### src/rtl/core/rshd_pkg.sv
// shared types, constants and codes of the radar spoke header decoder
`timescale 1ns / 1ps
`default_nettype none
package rshd_pkg;

  // header recognition
  localparam logic [7:0]         HDR_LEN        = 8'h18;
  localparam logic [7:0]         STATUS_PLAIN   = 8'h02;
  localparam logic [7:0]         STATUS_ALT     = 8'h12;
  localparam logic [31:0]        OLD_MARK       = 32'h0E0D4400;
  localparam logic signed [15:0] NARROW_FLAG    = 16'sh0080;
  localparam logic signed [15:0] HEADING_ABSENT = 16'sh8000;

  // rotation arithmetic
  localparam int unsigned SPOKE_BITS   = 12;
  localparam int unsigned SPOKE_COUNT  = 1 << SPOKE_BITS;
  localparam logic [SPOKE_BITS-1:0] ANGLE_OFFSET = SPOKE_BITS'(3 * SPOKE_COUNT / 4);

  // range decode
  localparam int unsigned RAW_W       = 24;
  localparam int unsigned RANGE_W     = 28;
  localparam int unsigned RANGE_SCALE = 50;
  localparam int unsigned SQRT_W      = 56;
  localparam int unsigned SQRT_STEPS  = SQRT_W / 2;

  // queue between front and back
  localparam int unsigned QUEUE_DEPTH = 2;

  // configuration port
  localparam int unsigned CFG_IDX_W  = 3;
  localparam int unsigned CFG_DATA_W = 12;

  typedef enum logic [CFG_IDX_W-1:0] {
    CFG_VARIATION       = 3'd0,
    CFG_VARIATION_VALID = 3'd1,
    CFG_IGNORE_HEADING  = 3'd2,
    CFG_ROTATION        = 3'd3,
    CFG_INITIAL_HEADING = 3'd4
  } cfg_idx_e;

  typedef struct packed {
    logic [7:0]         header_length;
    logic [7:0]         status_byte;
    logic [11:0]        seq_num;
    logic [31:0]        mark_word;
    logic [15:0]        angle_word;
    logic signed [15:0] heading_word;
    logic [31:0]        range_word;
  } hdr_t;

  typedef struct packed {
    logic                      spoke_drawn;
    logic                      status_odd;
    logic [11:0]               missing_added;
    logic                      older_generation;
    logic                      heading_from_radar;
    logic [10:0]               display_angle;
    logic [10:0]               display_bearing;
    logic signed [RANGE_W-1:0] decoded_range;
    logic [11:0]               true_heading;
    logic [31:0]               missing_total;
    logic [31:0]               broken_total;
  } res_t;

  // classified spoke; decoded_range holds the newer-generation range
  typedef struct packed {
    res_t             res;
    logic [RAW_W-1:0] raw24;
  } ent_t;

endpackage
`default_nettype wire

### src/rtl/core/rshd_queue.sv
// short queue of classified spokes between front and back
`timescale 1ns / 1ps
`default_nettype none
module rshd_queue import rshd_pkg::*; #(
  parameter int unsigned DEPTH = QUEUE_DEPTH
) (
  input  wire logic clk_i,
  input  wire logic rst_ni,
  input  ent_t      push_ent_i,
  input  wire logic push_valid_i,
  output logic      push_ready_o,
  output ent_t      pop_ent_o,
  output logic      pop_valid_o,
  input  wire logic pop_ready_i
);

  localparam int unsigned PTR_W = (DEPTH > 1) ? $clog2(DEPTH) : 1;
  localparam int unsigned CNT_W = $clog2(DEPTH + 1);

  ent_t             entry_q [DEPTH];
  logic [PTR_W-1:0] wr_ptr_q, rd_ptr_q;
  logic [CNT_W-1:0] count_q;
  logic             push, pop;

  assign push_ready_o = count_q != CNT_W'(DEPTH);
  assign pop_valid_o  = count_q != '0;
  assign push         = push_valid_i && push_ready_o;
  assign pop          = pop_valid_o && pop_ready_i;
  assign pop_ent_o    = entry_q[rd_ptr_q];

  always_ff @(posedge clk_i) begin
    if (push) begin
      entry_q[wr_ptr_q] <= push_ent_i;
    end
  end

  always_ff @(posedge clk_i or negedge rst_ni) begin
    if (!rst_ni) begin
      wr_ptr_q <= '0;
      rd_ptr_q <= '0;
      count_q  <= '0;
    end else begin
      if (push) begin
        wr_ptr_q <= (wr_ptr_q == PTR_W'(DEPTH - 1)) ? '0 : wr_ptr_q + 1'b1;
      end
      if (pop) begin
        rd_ptr_q <= (rd_ptr_q == PTR_W'(DEPTH - 1)) ? '0 : rd_ptr_q + 1'b1;
      end
      if (push && !pop) begin
        count_q <= count_q + 1'b1;
      end else if (pop && !push) begin
        count_q <= count_q - 1'b1;
      end
    end
  end

  a_count_bound: assert property (@(posedge clk_i) disable iff (!rst_ni)
    count_q <= CNT_W'(DEPTH))
    else $error("queue fill count beyond depth");

  a_push_visible: assert property (@(posedge clk_i) disable iff (!rst_ni)
    push |=> pop_valid_o)
    else $error("pushed spoke not visible at queue head");

endmodule
`default_nettype wire

### config.mk
export PLATFORM = sky130hd
export DESIGN_NAME = rshd_queue
export DESIGN_NICKNAME = d
export VERILOG_FILES = /design/src/rtl/core/rshd_pkg.sv /design/src/rtl/core/rshd_queue.sv
export SDC_FILE = /design/constraint.sdc
export NUM_CORES = 1
export LEC_CHECK = 0
export BUFFER_PORTS_ARGS = -buffer_cell sky130_fd_sc_hd__buf_4
export CORE_ASPECT_RATIO = 0.7
export CORE_MARGIN = 4
export CORE_UTILIZATION = 30
export CTS_CLUSTER_DIAMETER = 150
export DETAILED_ROUTE_END_ITERATION = 7
export PLACE_DENSITY = 0.48
export SLEW_MARGIN = 20
export SYNTH_ARGS = -nofsm -noshare
export SYNTH_HDL_FRONTEND = slang
export SYNTH_SLANG_ARGS = --single-unit
### constraint.sdc
create_clock -name clk_i -period 13.5 [get_ports clk_i]
set_input_delay 1.35 -clock clk_i [delete_from_list [all_inputs] [get_ports clk_i]]
set_output_delay 1.35 -clock clk_i [all_outputs]
set_load 0.05 [all_outputs]
==> metrics.csv, run 1 <==
metric;value;unit
post-route-period-util;0.3555;
p_per_area;258.9;nW/um2
postSynthAreaPerCell;23.77;um2
syn_to_final_growth;32.88;%
wl;28.75;mm
path_buf_inv;3;
slowest_delay;0.76;ns
die_y;180.3;um
cp-end-kind;primary output;
nets;1070;
boundaryPins;338;
ant_nets;0;
cp.depth;4;
worstSetupPathType;flip-flop to primary output;
via_per_inst;4.229;
worstPathMaxFanout;52;
grt-ovfl-total;0;
crit_family;buffers and inverters;
cp_common_cell;buf_4;
cts_setup_buffers;0;
critical_path.startpoint;rd_ptr_q$_DFFE_PN0P_;
floorplan.initialDensity;0.3070;
slew-limit-headroom;0.3270;
required;12.15;ns
htreeDepth;2;
core;41420;um2
vias;6217;
cp.arrival;3.45;ns
io_buffers;337;
syn-cell-area;12720;um2
p_leak;0.006580;uW
cts_tree;built;
first_global_vias;6595;
maxSlewViolCount;0;
status;complete, no violations;
antenna_found_initial;4;
wl_per_cell;19.56;um
fin_skew;0.01318;ns
hold_buffers;0;
r2r-end;entry_q[0][6]$_DFFE_PP_;
fin_crit;4.799;ns
worst_pin_slew;1.010;ns
rr_worst_depth;5;
maxCapViolations;0;
holdCritStartpoint;count_q[1]$_DFFE_PN0P_;
setup_tns;0;ns
reg2reg_from;count_q[0]$_DFFE_PN0P_;
clock_latency;0.51;ns
syn_nets;706;
r2r_slack;10.41;ns
dieArea;45800;um2
whs_path_depth;1;
synthDistinctLibCells;15;
cts_resized;0;
cts_max_path_buffers;3;
rsz0062_at_grt;no;
numCtsBuffers;36;
final_layout_size_suffix_gt1_frac;0.6071;
drcViolationCount;0;
cp_cell_sequence;buf_4, buf_4, mux2_2, buf_4;
dieWidth;254.1;um
final-setup-viol-count;0;
grt_max_degree;68;
fin_area;16900;um2
drt_iter0_drc;260;
ir_worst_vdd;134.4;uV
placed_cell_area;15810;um2
clkTransAtPathRegs;0.06;ns
holdPathEnd;count_q[1]$_DFFE_PN0P_;
cts_sinks;336;
startpoint_type;flip-flop;
cts-root-buf;clkbuf_16;
yosysSeqAreaShare;0.7919;
holdCritPathClass;flip-flop to flip-flop;
grt_use_total;0.1211;
max_freq;208.4;MHz
rows;62;
hpwl;19.44;mm
crit_slowest_cell;buf_4;
hold_viol_final;0;
grt_first_pass_wirelength;41.82;mm
yosys_warnings;0;
ys_ff_latch;336;
synthCells;535;
drt_pre_antenna_iters;6;
gp_congestion;0.7134;
## through the flow
stage                     setup slack, ns  power, uW  hold WS (ns)  std cells  utilization
final                               8.701       4374        0.5253       1470       0.4079
after global routing                8.525       4572        0.5485       1470       0.4079
after CTS                           8.624       4456        0.5189       1468       0.4078
after detailed placement            9.190       3517        0.5017       1405       0.3816
after global placement              9.213       3519        0.5017       1405       0.3816
after floorplan                     4.454       3040        0.4559        535            -
## synth_stat cells, drive strengths merged
master | instances | area [um2]
edfxtp | 332 | 9970
mux2 | 166 | 2357
buf | 19 | 195.2
dfrtp | 4 | 100.1
xnor2 | 3 | 26.28
nand2 | 2 | 7.510
nor2 | 2 | 7.510
xor2 | 2 | 17.52
and3 | 1 | 6.260
ha | 1 | 12.51
inv | 1 | 3.750
nand2b | 1 | 6.260
or2 | 1 | 6.260
## routing by layer
layer	wire length, um	share of wire	global-route usage	vias to the layer above
met5	21	0.00073	0	-
met4	809	0.028	0.04057	4
met3	2247	0.078	0.04429	60
met2	13700	0.48	0.1945	188
met1	11970	0.42	0.1524	3100
li1	-	-	-	2865
## registers in the layout, indices dropped and copies added, names as in the netlist
signal,count
entry_q,332
count_q,2
rd_ptr_q,1
wr_ptr_q,1
## final cells by class
type | count | area, um2
inverters | 1 | 3.754
diodes | 2 | 5.005
clock inverters | 15 | 117.6
multi-input cells | 179 | 2460
well taps | 544 | 680.7
fillers | 3788 | 24530
repair buffers | 345 | 2590
flip-flops and latches | 336 | 10070
clock buffers | 48 | 967.2
## cell usage in the layout, fill, tap and decap left out, drive strengths merged
cell    count
buf       345
edfxtp    332
mux2      166
clkbuf     48
clkinv     13
dfrtp       4
xnor2       3
diode       2
nand2       2
xor2        2
bufinv      2
nor2        2
nand2b      1
inv         1
or2         1
and3        1
ha          1
## logic make-up after synthesis
family | after synthesis | share of synthesized area
XOR/XNOR | 5 | 0.003444
AND/OR/NAND/NOR | 7 | 0.002658
adder cells (fa/ha/maj) | 1 | 0.0009838
flip-flops | 336 | 0.7919
multiplexers | 166 | 0.1854
buffers and inverters | 20 | 0.01564
## power breakdown
part / switching [uW] / internal, uW / leakage (uW)
sequential: 76.6 / 1430 / 0.00313
clock: 374 / 540 / 0.000534
combinational: 1270 / 682 / 0.00292
total: 1720 / 2650 / 0.00658
## how the worst max path moves through the flow
stage | end | slack [ns]
2_1_floorplan | entry_q[0][0]$_DFFE_PP_ | 4.45
3_3_place_gp | pop_ent_o[161] | 9.21
3_5_place_dp | pop_ent_o[156] | 9.19
4_1_cts | pop_ent_o[156] | 8.62
5_1_grt | pop_ent_o[156] | 8.52
6_report | pop_ent_o[156] | 8.70
## worst reg2reg max path, cell delays in order, from the launching register on
cell	delay, ns
dfrtp_1	0.40
nand2b_1	0.17
nand2_1	0.14
nor2_4	0.66
buf_4	0.54
buf_4	0.74
Power figures use the tool's default switching activity.
==> run 2, diff against run 1 <==
==> constraint.sdc (replaced) <==
create_clock -name clk_i -period 4.8 [get_ports clk_i]
set_input_delay 0.48 -clock clk_i [delete_from_list [all_inputs] [get_ports clk_i]]
set_output_delay 0.48 -clock clk_i [all_outputs]
set_load 0.05 [all_outputs]
==> metrics.csv, run 2 (synthesis results as in run 1) <==
metric;value;unit
ant_nets;0;
wl_per_cell;19.39;um
first_global_vias;6544;
critical_path.startpoint;rd_ptr_q$_DFFE_PN0P_;
most-common-layout-cells;buf_4 (341), edfxtp_1 (332), mux2_4 (130), clkbuf_16 (37), mux2_2 (36);
cp_cell_sequence;buf_12, mux2_4, buf_4;
reg2reg_from;count_q[0]$_DFFE_PN0P_;
antenna_cells;0;
hpwl;19.05;mm
cts_sinks;336;
dieArea;45800;um2
ir_worst_vdd;405.3;uV
crit_end;pop_ent_o[29];
top_register;entry_q;
fin_crit;3.126;ns
grt-ovfl-total;0;
drt_iter0_drc;356;
post-route-period-util;0.6513;
r2r_slack;2.50;ns
worstSetupPathType;flip-flop to primary output;
gp_congestion;0.7633;
final-setup-viol-count;0;
startpoint_type;flip-flop;
boundaryPins;338;
rows;62;
crit_slowest_cell;dfrtp_4;
cts_tree;built;
cp.arrival;2.65;ns
required;4.32;ns
crit_family;flip-flops;
clkTransAtPathRegs;0.06;ns
path_buf_inv;2;
p_leak;0.006621;uW
floorplan.initialDensity;0.3070;
maxCapViolations;0;
cp-end-kind;primary output;
layout_commonest_cell;buf_4;
slew-limit-headroom;0.3326;
grt_use_total;0.1196;
holdCritPathClass;primary input to flip-flop;
max_freq;319.9;MHz
drcViolationCount;0;
top_regs;entry_q x332, count_q x2;
via_per_inst;4.224;
core;41420;um2
htreeDepth;2;
cts_max_path_buffers;3;
slowest_delay;1.06;ns
fin_skew;0.01713;ns
maxSlewViolCount;0;
nets;1073;
rsz0062_at_grt;no;
vias;6213;
clock_latency;0.52;ns
rr_worst_depth;3;
largest_register_ffs;332;
finalPower;12450;uW
cp.depth;3;
numCtsBuffers;37;
setup_tns;0;ns
wl;28.52;mm
grt_max_degree;93;
cts_resized;0;
drt_pre_antenna_iters;4;
worstPathMaxFanout;57;
p_per_area;732.0;nW/um2
dieWidth;254.1;um
r2r-end;entry_q[1][65]$_DFFE_PP_;
worst_pin_slew;1.001;ns
syn_to_final_growth;33.75;%
io_buffers;337;
die_y;180.3;um
final_layout_size_suffix_gt1_frac;0.6052;
cts-root-buf;clkbuf_16;
antenna_found_initial;0;
grt_first_pass_wirelength;41.74;mm
status;complete, no violations;
hold_viol_final;0;
run 2: changes by cell type in the layout (fill, tap and decap cells not counted), sizes merged:
| cell | before | now |
|---|---|---|
| clkbuf | 48 | 46 |
| diode | 2 | 0 |
| buf | 345 | 346 |
| dlygate4sd3 | 0 | 1 |
| inv | 1 | 3 |
| bufinv | 2 | 3 |
run 2: what timing repair did:
item | CTS | global route
hold buffers | 1 | 0
endpoints found under the hold margin | 4 | 0
setup buffers | 0 | 0
run 2: how the worst min path moves through the flow:
stage | from | endpoint | slack (ns) | cells after the start
floorplan | rst_ni | count_q[0]$_DFFE_PN0P_ | 0.18 | 0
global placement | rst_ni | count_q[1]$_DFFE_PN0P_ | 0.28 | 1
detailed placement | rst_ni | count_q[1]$_DFFE_PN0P_ | 0.28 | 1
CTS | push_ent_i[98] | entry_q[0][98]$_DFFE_PP_ | 0.1 | 1
global route | push_ent_i[117] | entry_q[0][117]$_DFFE_PP_ | 0.1 | 1
finish | push_ent_i[50] | entry_q[1][50]$_DFFE_PP_ | 0.13 | 1
run 2: power breakdown:
part           internal [uW]  leakage (uW)  total, uW  switching, uW
clock                   1570      0.000545       2670           1100
sequential              4010       0.00313       4280            267
combinational           1960       0.00295       5500           3540
run 2: routing by layer:
metal | global-route usage | wire [um] | vias up
met5 | 0 | 0 | -
met4 | 0.02829 | 482 | 0
met3 | 0.04833 | 2408 | 46
met2 | 0.1869 | 13170 | 185
met1 | 0.1569 | 12470 | 3119
li1 | - | - | 2863
run 2: layout make-up:
class / instances / area (um2)
fill: 3785 / 24420
sequential: 336 / 10070
timing repair buffer: 347 / 2670
multi-input combinational: 179 / 2460
clock buffer: 46 / 959.7
tap: 544 / 680.7
clock inverter: 18 / 160.2
inverter: 1 / 3.754
run 2: stage by stage:
step                      instances  setup slack [ns]  utilization  area (um2)  hold WS, ns
final                          1471             1.674       0.4106       17010       0.1332
after floorplan                 535            0.8028            -       12720       0.1844
after detailed placement       1406             2.188       0.3833       15880       0.2835
after global routing           1471             1.537       0.4106       17010      0.09783
after global placement         1406             2.207       0.3833       15880       0.2834
after CTS                      1471             1.600       0.4106       17010      0.09732
