<file path="src/rtl/core/rshd_pkg.sv">
// shared types, constants and codes of the radar spoke header decoder
`timescale 1ns / 1ps
`default_nettype none
package rshd_pkg;

  // header recognition
  localparam logic [7:0]         HDR_LEN        = 8'h18;
  localparam logic [7:0]         STATUS_PLAIN   = 8'h02;
  localparam logic [7:0]         STATUS_ALT     = 8'h12;
  localparam logic [31:0]        OLD_MARK       = 32'h0E0D4400;
  localparam logic signed [15:0] NARROW_FLAG    = 16'sh0080;
  localparam logic signed [15:0] HEADING_ABSENT = 16'sh8000;

  // rotation arithmetic
  localparam int unsigned SPOKE_BITS   = 12;
  localparam int unsigned SPOKE_COUNT  = 1 << SPOKE_BITS;
  localparam logic [SPOKE_BITS-1:0] ANGLE_OFFSET = SPOKE_BITS'(3 * SPOKE_COUNT / 4);

  // range decode
  localparam int unsigned RAW_W       = 24;
  localparam int unsigned RANGE_W     = 28;
  localparam int unsigned RANGE_SCALE = 50;
  localparam int unsigned SQRT_W      = 56;
  localparam int unsigned SQRT_STEPS  = SQRT_W / 2;

  // queue between front and back
  localparam int unsigned QUEUE_DEPTH = 2;

  // configuration port
  localparam int unsigned CFG_IDX_W  = 3;
  localparam int unsigned CFG_DATA_W = 12;

  typedef enum logic [CFG_IDX_W-1:0] {
    CFG_VARIATION       = 3'd0,
    CFG_VARIATION_VALID = 3'd1,
    CFG_IGNORE_HEADING  = 3'd2,
    CFG_ROTATION        = 3'd3,
    CFG_INITIAL_HEADING = 3'd4
  } cfg_idx_e;

  typedef struct packed {
    logic [7:0]         header_length;
    logic [7:0]         status_byte;
    logic [11:0]        seq_num;
    logic [31:0]        mark_word;
    logic [15:0]        angle_word;
    logic signed [15:0] heading_word;
    logic [31:0]        range_word;
  } hdr_t;

  typedef struct packed {
    logic                      spoke_drawn;
    logic                      status_odd;
    logic [11:0]               missing_added;
    logic                      older_generation;
    logic                      heading_from_radar;
    logic [10:0]               display_angle;
    logic [10:0]               display_bearing;
    logic signed [RANGE_W-1:0] decoded_range;
    logic [11:0]               true_heading;
    logic [31:0]               missing_total;
    logic [31:0]               broken_total;
  } res_t;

  // classified spoke; decoded_range holds the newer-generation range
  typedef struct packed {
    res_t             res;
    logic [RAW_W-1:0] raw24;
  } ent_t;

endpackage
`default_nettype wire

</file>
<file path="src/rtl/core/rshd_if.sv">
// request channels for spoke headers and decoded results
`timescale 1ns / 1ps
`default_nettype none
interface rshd_hdr_if;
  import rshd_pkg::*;
  logic valid;
  logic ready;
  hdr_t data;
  modport source (output valid, output data, input ready);
  modport sink (input valid, input data, output ready);
endinterface

`default_nettype wire

</file>
<file path="src/rtl/core/rshd_front.sv">
// front: configuration, sequence and heading state, header classification
`timescale 1ns / 1ps
`default_nettype none
module rshd_front import rshd_pkg::*; (
  input  wire logic                  clk_i,
  input  wire logic                  rst_ni,
  input  wire logic                  cfg_we_i,
  input  wire logic [CFG_IDX_W-1:0]  cfg_idx_i,
  input  wire logic [CFG_DATA_W-1:0] cfg_data_i,
  rshd_hdr_if.sink                   hdr_i,
  output ent_t                       push_ent_o,
  output logic                       push_valid_o,
  input  wire logic                  push_ready_i
);

  logic [11:0] variation_q;
  logic        var_valid_q;
  logic        ignore_q;
  logic [11:0] rotation_q;
  logic [11:0] heading_q, heading_d;
  logic [11:0] expected_q;
  logic        known_q;
  logic [31:0] missing_q, missing_d;
  logic [31:0] broken_q, broken_d;

  hdr_t                      d;
  logic                      accept;
  logic                      length_ok;
  logic                      odd;
  logic                      older;
  logic                      use_radar;
  logic [11:0]               scan_next;
  logic [11:0]               gap;
  logic [11:0]               added;
  logic [11:0]               h_radar;
  logic [11:0]               hdt;
  logic [11:0]               angle_off;
  logic [11:0]               bear_sum;
  logic signed [15:0]        coarse_range;
  logic signed [15:0]        fine_range;
  logic signed [15:0]        small_adj;
  logic signed [16:0]        small_rnd;
  logic signed [RANGE_W-1:0] meters_new;

  assign d            = hdr_i.data;
  assign hdr_i.ready  = push_ready_i;
  assign push_valid_o = hdr_i.valid;
  assign accept       = hdr_i.valid && push_ready_i;

  always_comb begin
    length_ok = d.header_length == HDR_LEN;
    odd       = (d.status_byte != STATUS_PLAIN) && (d.status_byte != STATUS_ALT);
    older     = d.mark_word == OLD_MARK;
    scan_next = d.seq_num + 12'd1;
    gap       = d.seq_num - expected_q;
    priority if (!length_ok) begin
      added = 12'd1;
    end else if (known_q && (d.seq_num != expected_q)) begin
      added = gap;
    end else begin
      added = 12'd0;
    end

    // newer generation range, divided by four toward zero
    coarse_range = signed'(d.mark_word[31:16]);
    fine_range   = signed'(d.range_word[15:0]);
    small_adj    = (fine_range == -16'sd1) ? 16'sd0 : fine_range;
    small_rnd    = 17'(small_adj) + (small_adj[15] ? 17'sd3 : 17'sd0);
    if (coarse_range == NARROW_FLAG) begin
      meters_new = RANGE_W'(small_rnd >>> 2);
    end else begin
      meters_new = {{(RANGE_W - 22){coarse_range[15]}}, coarse_range, 6'b0};
    end

    use_radar = (d.heading_word != HEADING_ABSENT) && !older && !ignore_q && var_valid_q;
    h_radar   = d.heading_word[11:0] + variation_q;
    heading_d = heading_q;
    if (length_ok && use_radar) begin
      heading_d = h_radar;
    end
    hdt       = heading_d + rotation_q;
    angle_off = d.angle_word[11:0] + ANGLE_OFFSET;
    bear_sum  = angle_off + hdt;

    missing_d = missing_q + 32'(added);
    broken_d  = broken_q + 32'(length_ok && odd);
  end

  always_comb begin
    push_ent_o                        = '0;
    push_ent_o.res.missing_added      = added;
    push_ent_o.res.true_heading       = heading_d;
    push_ent_o.res.missing_total      = missing_d;
    push_ent_o.res.broken_total       = broken_d;
    if (length_ok) begin
      push_ent_o.res.spoke_drawn        = 1'b1;
      push_ent_o.res.status_odd         = odd;
      push_ent_o.res.older_generation   = older;
      push_ent_o.res.heading_from_radar = use_radar;
      push_ent_o.res.display_angle      = angle_off[11:1];
      push_ent_o.res.display_bearing    = bear_sum[11:1];
      push_ent_o.res.decoded_range      = older ? '0 : meters_new;
      push_ent_o.raw24                  = older ? d.range_word[RAW_W-1:0] : '0;
    end
  end

  always_ff @(posedge clk_i or negedge rst_ni) begin
    if (!rst_ni) begin
      variation_q <= '0;
      var_valid_q <= 1'b0;
      ignore_q    <= 1'b0;
      rotation_q  <= '0;
      heading_q   <= '0;
      expected_q  <= '0;
      known_q     <= 1'b0;
      missing_q   <= '0;
      broken_q    <= '0;
    end else if (cfg_we_i) begin
      unique case (cfg_idx_e'(cfg_idx_i))
        CFG_VARIATION:       variation_q <= cfg_data_i;
        CFG_VARIATION_VALID: var_valid_q <= cfg_data_i[0];
        CFG_IGNORE_HEADING:  ignore_q    <= cfg_data_i[0];
        CFG_ROTATION:        rotation_q  <= cfg_data_i;
        CFG_INITIAL_HEADING: heading_q   <= cfg_data_i;
        default: ;
      endcase
    end else if (accept) begin
      heading_q  <= heading_d;
      expected_q <= scan_next;
      known_q    <= 1'b1;
      missing_q  <= missing_d;
      broken_q   <= broken_d;
    end
  end

  a_resync: assert property (@(posedge clk_i) disable iff (!rst_ni)
    accept && !cfg_we_i |=> known_q && (expected_q == $past(scan_next)))
    else $error("expected scan number not resynced after request");

endmodule
`default_nettype wire

</file>
<file path="src/flat_wrapper.sv">
// flat-port wrapper written by rule: the top's interface ports become plain ports
module rshd_front_flat import rshd_pkg::*;
  (clk_i, rst_ni, cfg_we_i, cfg_idx_i, cfg_data_i, push_ent_o, push_valid_o, push_ready_i, hdr_i_valid, hdr_i_data, hdr_i_ready);
  rshd_hdr_if hdr_i_i ();
  input  wire logic clk_i;
  input  wire logic rst_ni;
  input  wire logic cfg_we_i;
  input  wire logic [CFG_IDX_W-1:0] cfg_idx_i;
  input  wire logic [CFG_DATA_W-1:0] cfg_data_i;
  output ent_t push_ent_o;
  output logic push_valid_o;
  input  wire logic push_ready_i;
  input wire logic [$bits(hdr_i_i.valid)-1:0] hdr_i_valid;
  input wire logic [$bits(hdr_i_i.data)-1:0] hdr_i_data;
  output wire logic [$bits(hdr_i_i.ready)-1:0] hdr_i_ready;
  assign hdr_i_i.valid = hdr_i_valid;
  assign hdr_i_i.data = hdr_i_data;
  assign hdr_i_ready = hdr_i_i.ready;
  rshd_front u_core (.clk_i(clk_i), .rst_ni(rst_ni), .cfg_we_i(cfg_we_i), .cfg_idx_i(cfg_idx_i), .cfg_data_i(cfg_data_i), .hdr_i(hdr_i_i), .push_ent_o(push_ent_o), .push_valid_o(push_valid_o), .push_ready_i(push_ready_i));
endmodule
</file>
<file path="config.mk">
export PLATFORM = sky130hd
export DESIGN_NAME = rshd_front_flat
export DESIGN_NICKNAME = d
export VERILOG_FILES = /design/src/rtl/core/rshd_pkg.sv /design/src/rtl/core/rshd_if.sv /design/src/rtl/core/rshd_front.sv /design/src/flat_wrapper.sv
export SDC_FILE = /design/constraint.sdc
export NUM_CORES = 1
export LEC_CHECK = 0
export BUFFER_PORTS_ARGS = -buffer_cell sky130_fd_sc_hd__buf_2
export CAP_MARGIN = 40
export CELL_PAD_IN_SITES_DETAIL_PLACEMENT = 0
export CELL_PAD_IN_SITES_GLOBAL_PLACEMENT = 1
export CORE_MARGIN = 5
export CORE_UTILIZATION = 35
export DETAILED_ROUTE_END_ITERATION = 7
export HOLD_SLACK_MARGIN = 0.02
export MAX_ROUTING_LAYER = met4
export PLACE_DENSITY = 0.83
export SYNTH_ARGS = -nofsm -noshare
export SYNTH_HDL_FRONTEND = slang
export SYNTH_SLANG_ARGS = --single-unit
</file>
<file path="constraint.sdc">
create_clock -name clk_i -period 16.8 [get_ports clk_i]
set_input_delay 3.36 -clock clk_i [delete_from_list [all_inputs] [get_ports clk_i]]
set_output_delay 3.36 -clock clk_i [all_outputs]
set_load 0.01 [all_outputs]
</file>
==> results.yml, run 1 <==
status:
  outcome: "finished, final reports clean"
route:
  dr_wl_met2_um: 13930
  wl_met3_um: 1249
  m1WireLength_um: 13690
  ant_nets: 0
  post_drt_wl_per_cell_um: 16.66
  first_pass_iters: 4
  routed.top_layer: "met4"
  vias_per_cell: 5.006
  drt-total-wl_um: 29440
  initialDrtViolationCount: 390
  routed-via-count: 8846
  post-route-drc-count: 0
logic_synthesis:
  synth_adder_area_share_pct: 9.181
  synth_edf_count: 0
  synth_compound_area_share_pct: 14.66
  synthFlopType: "dfrtp_1"
  avgSynthCellArea_um2: 8.830
  synth_cells: 1102
  ys_warn_count: 0
  synth_top_family_by_area: "simple AND/OR/NAND/NOR gates"
  ys_ff_latch: 115
  synth_cell_types: 77
  yosys.area_share.simple_pct: 22.09
  synthMuxAreaShare_pct: 5.632
  async_flop_share_pct: 100.0
  yosysSeqAreaShare_pct: 29.57
  yosys.area_share.xor_xnor_pct: 13.32
  syn_area_um2: 9731
  synth_nets: 1309
floorplan:
  initial_core_util_pct: 35.22
  die_area_um2: 31240
  num_rows: 61
  die_y_um: 176.7
  die_x_um: 176.7
  io_pins: 312
  core-area_um2: 27630
clock_tree:
  cts_made_buffers: 17
  cts.repair.resized: 0
  clk_latency_ns: 0.41
  cts.path.max_buffers: 2
  post_cts_buffers: 0
  cts-root-buf: "clkbuf_16"
  cts_tree: "built"
  cts_sinks: 115
  ctsHtreeMaxLevel: 4
  clkTransAtPathRegs_ns: 0.06
  ctsHoldBuffers: 0
worst_setup_path:
  cp-start-kind: "input pin"
  reg2reg_depth: 15
  reg2reg_to: "u_core.missing_q[25]$_DFFE_PN0P_"
  worstPathArrival_ns: 7.96
  worstPathMaxFanout: 11
  crit_required_ns: 13.44
  rr_startpoint: "u_core.expected_q[0]$_DFFE_PN0P_"
  end_kind: "output pin"
  regToRegSetupSlack_ns: 12.65
  path_class: "in2out"
pwr:
  ir_worst_vdd_mv: 0.04450
  power_per_cell_area_nw_per_um2: 85.81
  leakage_nw: 6.204
place:
  portBuffers: 298
  post-dp-hpwl_um: 23080
  post-place-ws_ns: 5.436
  routabilityCongestion: 0.8604
timing:
  tns_ns: 0
  setup_viol: 0
  finalWorstSetupSlack_ns: 5.478
  final_max_slew_viol_count: 0
  fmax_mhz: 88.32
  period_share_pct: 67.39
  final.min_clock_period_ns: 11.32
  rsz0062_at_grt: "no"
  max_slew_margin_pct: 46.15
  hold_viol: 0
  finClkSkew_ns: 0.008929
  tightest_slew_ns: 0.8078
job:
  maxCapViolations: 0
cells_and_area:
  final_common_cell: "buf_2"
  area_delta_synth_final_pct: 24.41
  fill_cells: 2762
  seq_area_um2: 2878
  final_cell_mix: "buf_2, dfrtp_1, nand2_1"
  nNetsFinal: 1584
  num_antenna_cells: 0
  multiInputGateArea_um2: 6320
  drive_gt1_share_pct: 30.31
worst_hold_path:
  hold_depth: 2
  hp-start: "u_core.broken_q[0]$_DFFE_PN0P_"
  worstHoldPathType: "reg2reg"
  min_to: "u_core.broken_q[0]$_DFFE_PN0P_"
grt:
  antenna_found_initial: 0
  grt_max_degree: 64
  track_usage_pct: 19.10
  grt_remaining_overflow: 0
  grt_pass1_vias: 8931
  grt_pass1_wl_um: 47020
final cells by class:
| class | count | share of cell area (%) |
|---|---|---|
| inverter | 75 | 2.326 |
| clock inverter | 13 | 1.323 |
| timing repair buffer | 306 | 12.84 |
| sequential | 115 | 23.77 |
| multi-input combinational | 862 | 52.21 |
| tap | 378 | 3.907 |
| clock buffer | 18 | 3.628 |
synthesized netlist by cell type, types with 4 or more instances:
| cell type | number | area, µm² |
|---|---|---|
| o21ai_1 | 5 | 25.02 |
| nor2b_1 | 6 | 37.54 |
| fa_1 | 14 | 280.3 |
| dfrtp_1 | 115 | 2878 |
| xor2_1 | 64 | 560.5 |
| a21oi_1 | 40 | 200.2 |
| o21bai_1 | 8 | 60.06 |
| mux2i_1 | 6 | 60.06 |
| o21ai_0 | 35 | 175.2 |
| a21o_1 | 12 | 90.09 |
| a31oi_1 | 4 | 25.02 |
| buf_4 | 11 | 82.58 |
| nand3_1 | 32 | 160.2 |
| mux2_2 | 42 | 473.0 |
| inv_1 | 70 | 262.8 |
| inv_2 | 4 | 15.01 |
| nor3b_1 | 7 | 52.55 |
| and3_1 | 33 | 206.5 |
| xnor2_1 | 84 | 735.7 |
| o2111ai_1 | 9 | 78.83 |
| nand2b_1 | 8 | 50.05 |
| nor3_1 | 25 | 125.1 |
| o31ai_1 | 4 | 30.03 |
| buf_2 | 11 | 55.05 |
| nand2_1 | 103 | 386.6 |
| or4_1 | 4 | 30.03 |
| o22ai_1 | 7 | 43.79 |
| nand4_1 | 14 | 87.58 |
| ha_1 | 49 | 613.1 |
| and4_1 | 6 | 52.55 |
| a2111oi_2 | 6 | 90.09 |
| or2_2 | 4 | 25.02 |
| nor2_1 | 82 | 307.8 |
| or3_1 | 4 | 25.02 |
| clkbuf_1 | 23 | 86.33 |
| o211ai_1 | 17 | 127.6 |
| a211oi_1 | 14 | 105.1 |
| nor4_1 | 11 | 68.82 |
| and2_1 | 34 | 212.7 |
| o21a_1 | 22 | 165.2 |
worst max-delay path by stage:
stage                      end  depth (start not counted)       startpoint
2_1_floorplan  push_ent_o[138]                         17   hdr_i_data[32]
3_3_place_gp   push_ent_o[138]                         15   hdr_i_data[40]
3_5_place_dp   push_ent_o[138]                         16  hdr_i_data[121]
4_1_cts        push_ent_o[138]                         16  hdr_i_data[121]
5_1_grt        push_ent_o[138]                         17  hdr_i_data[121]
6_report       push_ent_o[138]                         15   hdr_i_data[40]
logic make-up (layout without fill, tap and decap cells):
family,count (synthesis),in the layout
fa+ha+maj,63,63
flops,115,115
mux,49,49
compound gates,203,203
buf+inv,125,412
xor+xnor,148,148
simple gates,399,399
state kept, by name, summed over array words and instances, names as in the netlist:
register and count:
u_core.variation_q 12, u_core.expected_q 12, u_core.broken_q 32, u_core.known_q 1, u_core.heading_q 12, u_core.var_valid_q 1
u_core.ignore_q 1, u_core.missing_q 32, u_core.rotation_q 12
per-stage QoR:
stage	total power (W)	utilization, %	cells	hold WS [ns]	area [µm²]
final	0.001039	43.81	1767	0.4791	12110
after global routing	0.001107	43.81	1767	0.4974	12110
after CTS	0.001049	43.81	1767	0.4816	12110
after global placement	0.0006537	41.62	1735	0.4611	11500
after detailed placement	0.0006603	41.64	1736	0.4674	11510
after floorplan	0.0005602	-	1102	0.4498	9731
per-layer routing:
layer	track usage [%]	vias up
li1	-	4402
met1	25.07	4197
met2	30.75	215
met3	2.948	32
met4	5.545	0
met5	-	-
critical path: stages:
cell and delay, ns:
buf_2 0.11, nor4b_1 0.53, a41oi_1 0.48, o311ai_4 0.39
mux2_2 0.44, fa_1 0.44, ha_1 0.24, fa_1 0.41
a21oi_1 0.18, o21ai_0 0.18, o22ai_2 0.22, mux2i_1 0.12
or4_1 0.51, mux2i_1 0.16, buf_2 0.16
power by group:
part,internal [W],total (W),switching (W)
sequential,0.000305,0.000321,0.0000163
combinational,0.000148,0.000337,0.000189
clock,0.000237,0.000380,0.000144
No activity file was read; power rests on OpenSTA's default activity.
==> run 2, diff against run 1 <==
Settings changed: ABC_AREA set to 1, PLACE_DENSITY 0.83 to 0.87.
Clock period 16.8 ns to 11.15 ns, I/O delays scaled along.
==> results.yml, run 2 <==
status:
  outcome: "finished, final reports clean"
clock_tree:
  ctsHtreeMaxLevel: 4
  clkTransAtPathRegs_ns: 0.06
  cts-root-buf: "clkbuf_16"
  clk_latency_ns: 0.42
  cts_tree: "built"
  cts.path.max_buffers: 2
  cts.repair.resized: 0
  ctsHoldBuffers: 0
  cts_made_buffers: 17
  post_cts_buffers: 0
  cts_sinks: 115
cells_and_area:
  reg_top3: "u_core.broken_q (32), u_core.missing_q (32)"
  area_delta_synth_final_pct: 24.88
  drive_gt1_share_pct: 20.45
  nNetsFinal: 1979
  final_common_cell: "nand2_1"
  num_antenna_cells: 0
  final_cell_mix: "nand2_1, buf_2, inv_1"
worst_setup_path:
  path_class: "in2out"
  worstPathArrival_ns: 6.41
  end_kind: "output pin"
  regToRegSetupSlack_ns: 7.39
  crit_required_ns: 8.92
  worstPathMaxFanout: 14
  cp-start-kind: "input pin"
timing:
  setup_viol: 0
  hold_viol: 0
  max_slew_margin_pct: 44.57
  finClkSkew_ns: 0.01505
  tns_ns: 0
  period_share_pct: 77.50
  tightest_slew_ns: 0.8292
  final.min_clock_period_ns: 8.641
  fmax_mhz: 115.7
  final_max_slew_viol_count: 0
  rsz0062_at_grt: "no"
floorplan:
  die_x_um: 177.6
  core-area_um2: 27780
  num_rows: 61
  die_y_um: 177.6
  die_area_um2: 31540
  io_pins: 312
  initial_core_util_pct: 35.39
pwr:
  leakage_nw: 7.085
  power_per_cell_area_nw_per_um2: 133.7
  ir_worst_vdd_mv: 0.08483
  total_power_w: 0.001641
grt:
  grt_pass1_vias: 9957
  grt_pass1_wl_um: 50200
  antenna_found_initial: 0
  grt_max_degree: 88
  track_usage_pct: 20.20
  grt_remaining_overflow: 0
logic_synthesis:
  synthMuxAreaShare_pct: 0
  yosysSeqAreaShare_pct: 29.27
  synth_edf_count: 0
  syn_area_um2: 9831
  ys_ff_latch: 115
  synthFlopType: "dfrtp_1"
  synth_top_family_by_area: "simple AND/OR/NAND/NOR gates"
  synth.most_common_cell: "nand2_1"
  avgSynthCellArea_um2: 6.602
  yosys-top-cells-area: "dfrtp_1, nand2_1, inv_1"
  yosys.area_share.xor_xnor_pct: 7.356
  synthTopCellsByCount: "nand2_1, inv_1, nor2_1"
  synth_cells: 1489
  synth_cell_types: 50
  synth_compound_area_share_pct: 11.26
  yosys.area_share.simple_pct: 31.36
  async_flop_share_pct: 100.0
  ys_warn_count: 0
  synth_adder_area_share_pct: 9.087
  synthDominantCellAreaShare_pct: 29.27
  synth_nets: 1696
  yosysTopAreaCell: "dfrtp_1"
route:
  first_pass_iters: 4
  ant_nets: 0
  routed-via-count: 10240
  post_drt_wl_per_cell_um: 14.58
  vias_per_cell: 4.736
  initialDrtViolationCount: 620
  drt-total-wl_um: 31540
  post-route-drc-count: 0
job:
  maxCapViolations: 0
worst_hold_path:
  worstHoldPathType: "reg2reg"
place:
  portBuffers: 298
  routabilityCongestion: 0.9391
  post-dp-hpwl_um: 25110
run 2: worst paths after layout:
kind / to / cells after the start / from
worst max-delay path: push_ent_o[136] / 26 / hdr_i_data[84]
worst min-delay path: u_core.heading_q[9]$_DFFE_PN0P_ / 2 / u_core.heading_q[9]$_DFFE_PN0P_
worst max register to register: u_core.missing_q[30]$_DFFE_PN0P_ / 20 / u_core.expected_q[6]$_DFFE_PN0P_
worst min register to register: u_core.heading_q[9]$_DFFE_PN0P_ / 2 / u_core.heading_q[9]$_DFFE_PN0P_
max in group asynchronous: u_core.rotation_q[6]$_DFFE_PN0P_ / 3 / rst_ni
min in group asynchronous: u_core.broken_q[16]$_DFFE_PN0P_ / 1 / rst_ni
run 2: where the power goes:
part | switching (W) | internal, W
Sequential | 0.0000367 | 0.000478
Clock | 0.000225 | 0.000322
Combinational | 0.000360 | 0.000219
Total | 0.000622 | 0.00102
run 2: per-layer routing:
metal | routed length, µm | track usage, % | up-vias | part of all wire (%)
met5 | 0 | - | - | 0
met4 | 554 | 4.834 | 0 | 1.8
met3 | 2208 | 4.452 | 29 | 7.0
met2 | 15050 | 34.50 | 312 | 48
met1 | 13720 | 24.42 | 4685 | 44
li1 | - | - | 5218 | -
run 2: cell type report:
| cell class | instances | area [µm²] |
|---|---|---|
| multi-input cells | 1081 | 5812 |
| well taps | 378 | 473.0 |
| flip-flops and latches | 115 | 2878 |
| repair buffers | 306 | 1594 |
| fillers | 3035 | 15500 |
| clock buffers | 19 | 452.9 |
| inverters | 251 | 942.2 |
| clock inverters | 13 | 125.1 |
run 2: critical path, stage by stage:
cell     delay, ns
buf_2         0.11
inv_1         0.07
nand2_1       0.10
nor2_1        0.11
nand2_1       0.05
nor2_1        0.11
nand2_1       0.20
nand3_1       0.48
inv_1         0.36
nand2_1       0.14
nand2_1       0.10
fa_1          0.49
inv_1         0.06
fa_1          0.48
nand3_1       0.09
nand3_1       0.09
nand2_1       0.08
nand2_1       0.05
a21oi_1       0.20
o21ai_0       0.11
nand2_1       0.07
nand2_1       0.06
nand2_1       0.05
nand2_1       0.05
nor2_1        0.24
buf_2         0.20
run 2: per-stage QoR:
stage	instance area (µm²)	setup WS (ns)	std cells	utilization, %	hold slack [ns]
final	12280	2.509	2163	44.19	0.4800
after global routing	12280	2.075	2163	44.19	0.4960
after CTS	12280	2.537	2163	44.19	0.4791
after detailed placement	11700	2.550	2131	42.11	0.4621
after global placement	11640	2.549	2129	41.91	0.4450
after floorplan	9831	3.583	1489	-	0.4324
run 2: cells by family (layout without fill, tap and decap cells):
group / count (synthesis) / after routing
and+or+nand+nor: 730 / 730
buffers and inverters: 293 / 589
AOI/OAI and AO/OA: 208 / 208
DFF: 115 / 115
xor gates and xnor gates: 80 / 80
adders and majority gates: 63 / 63
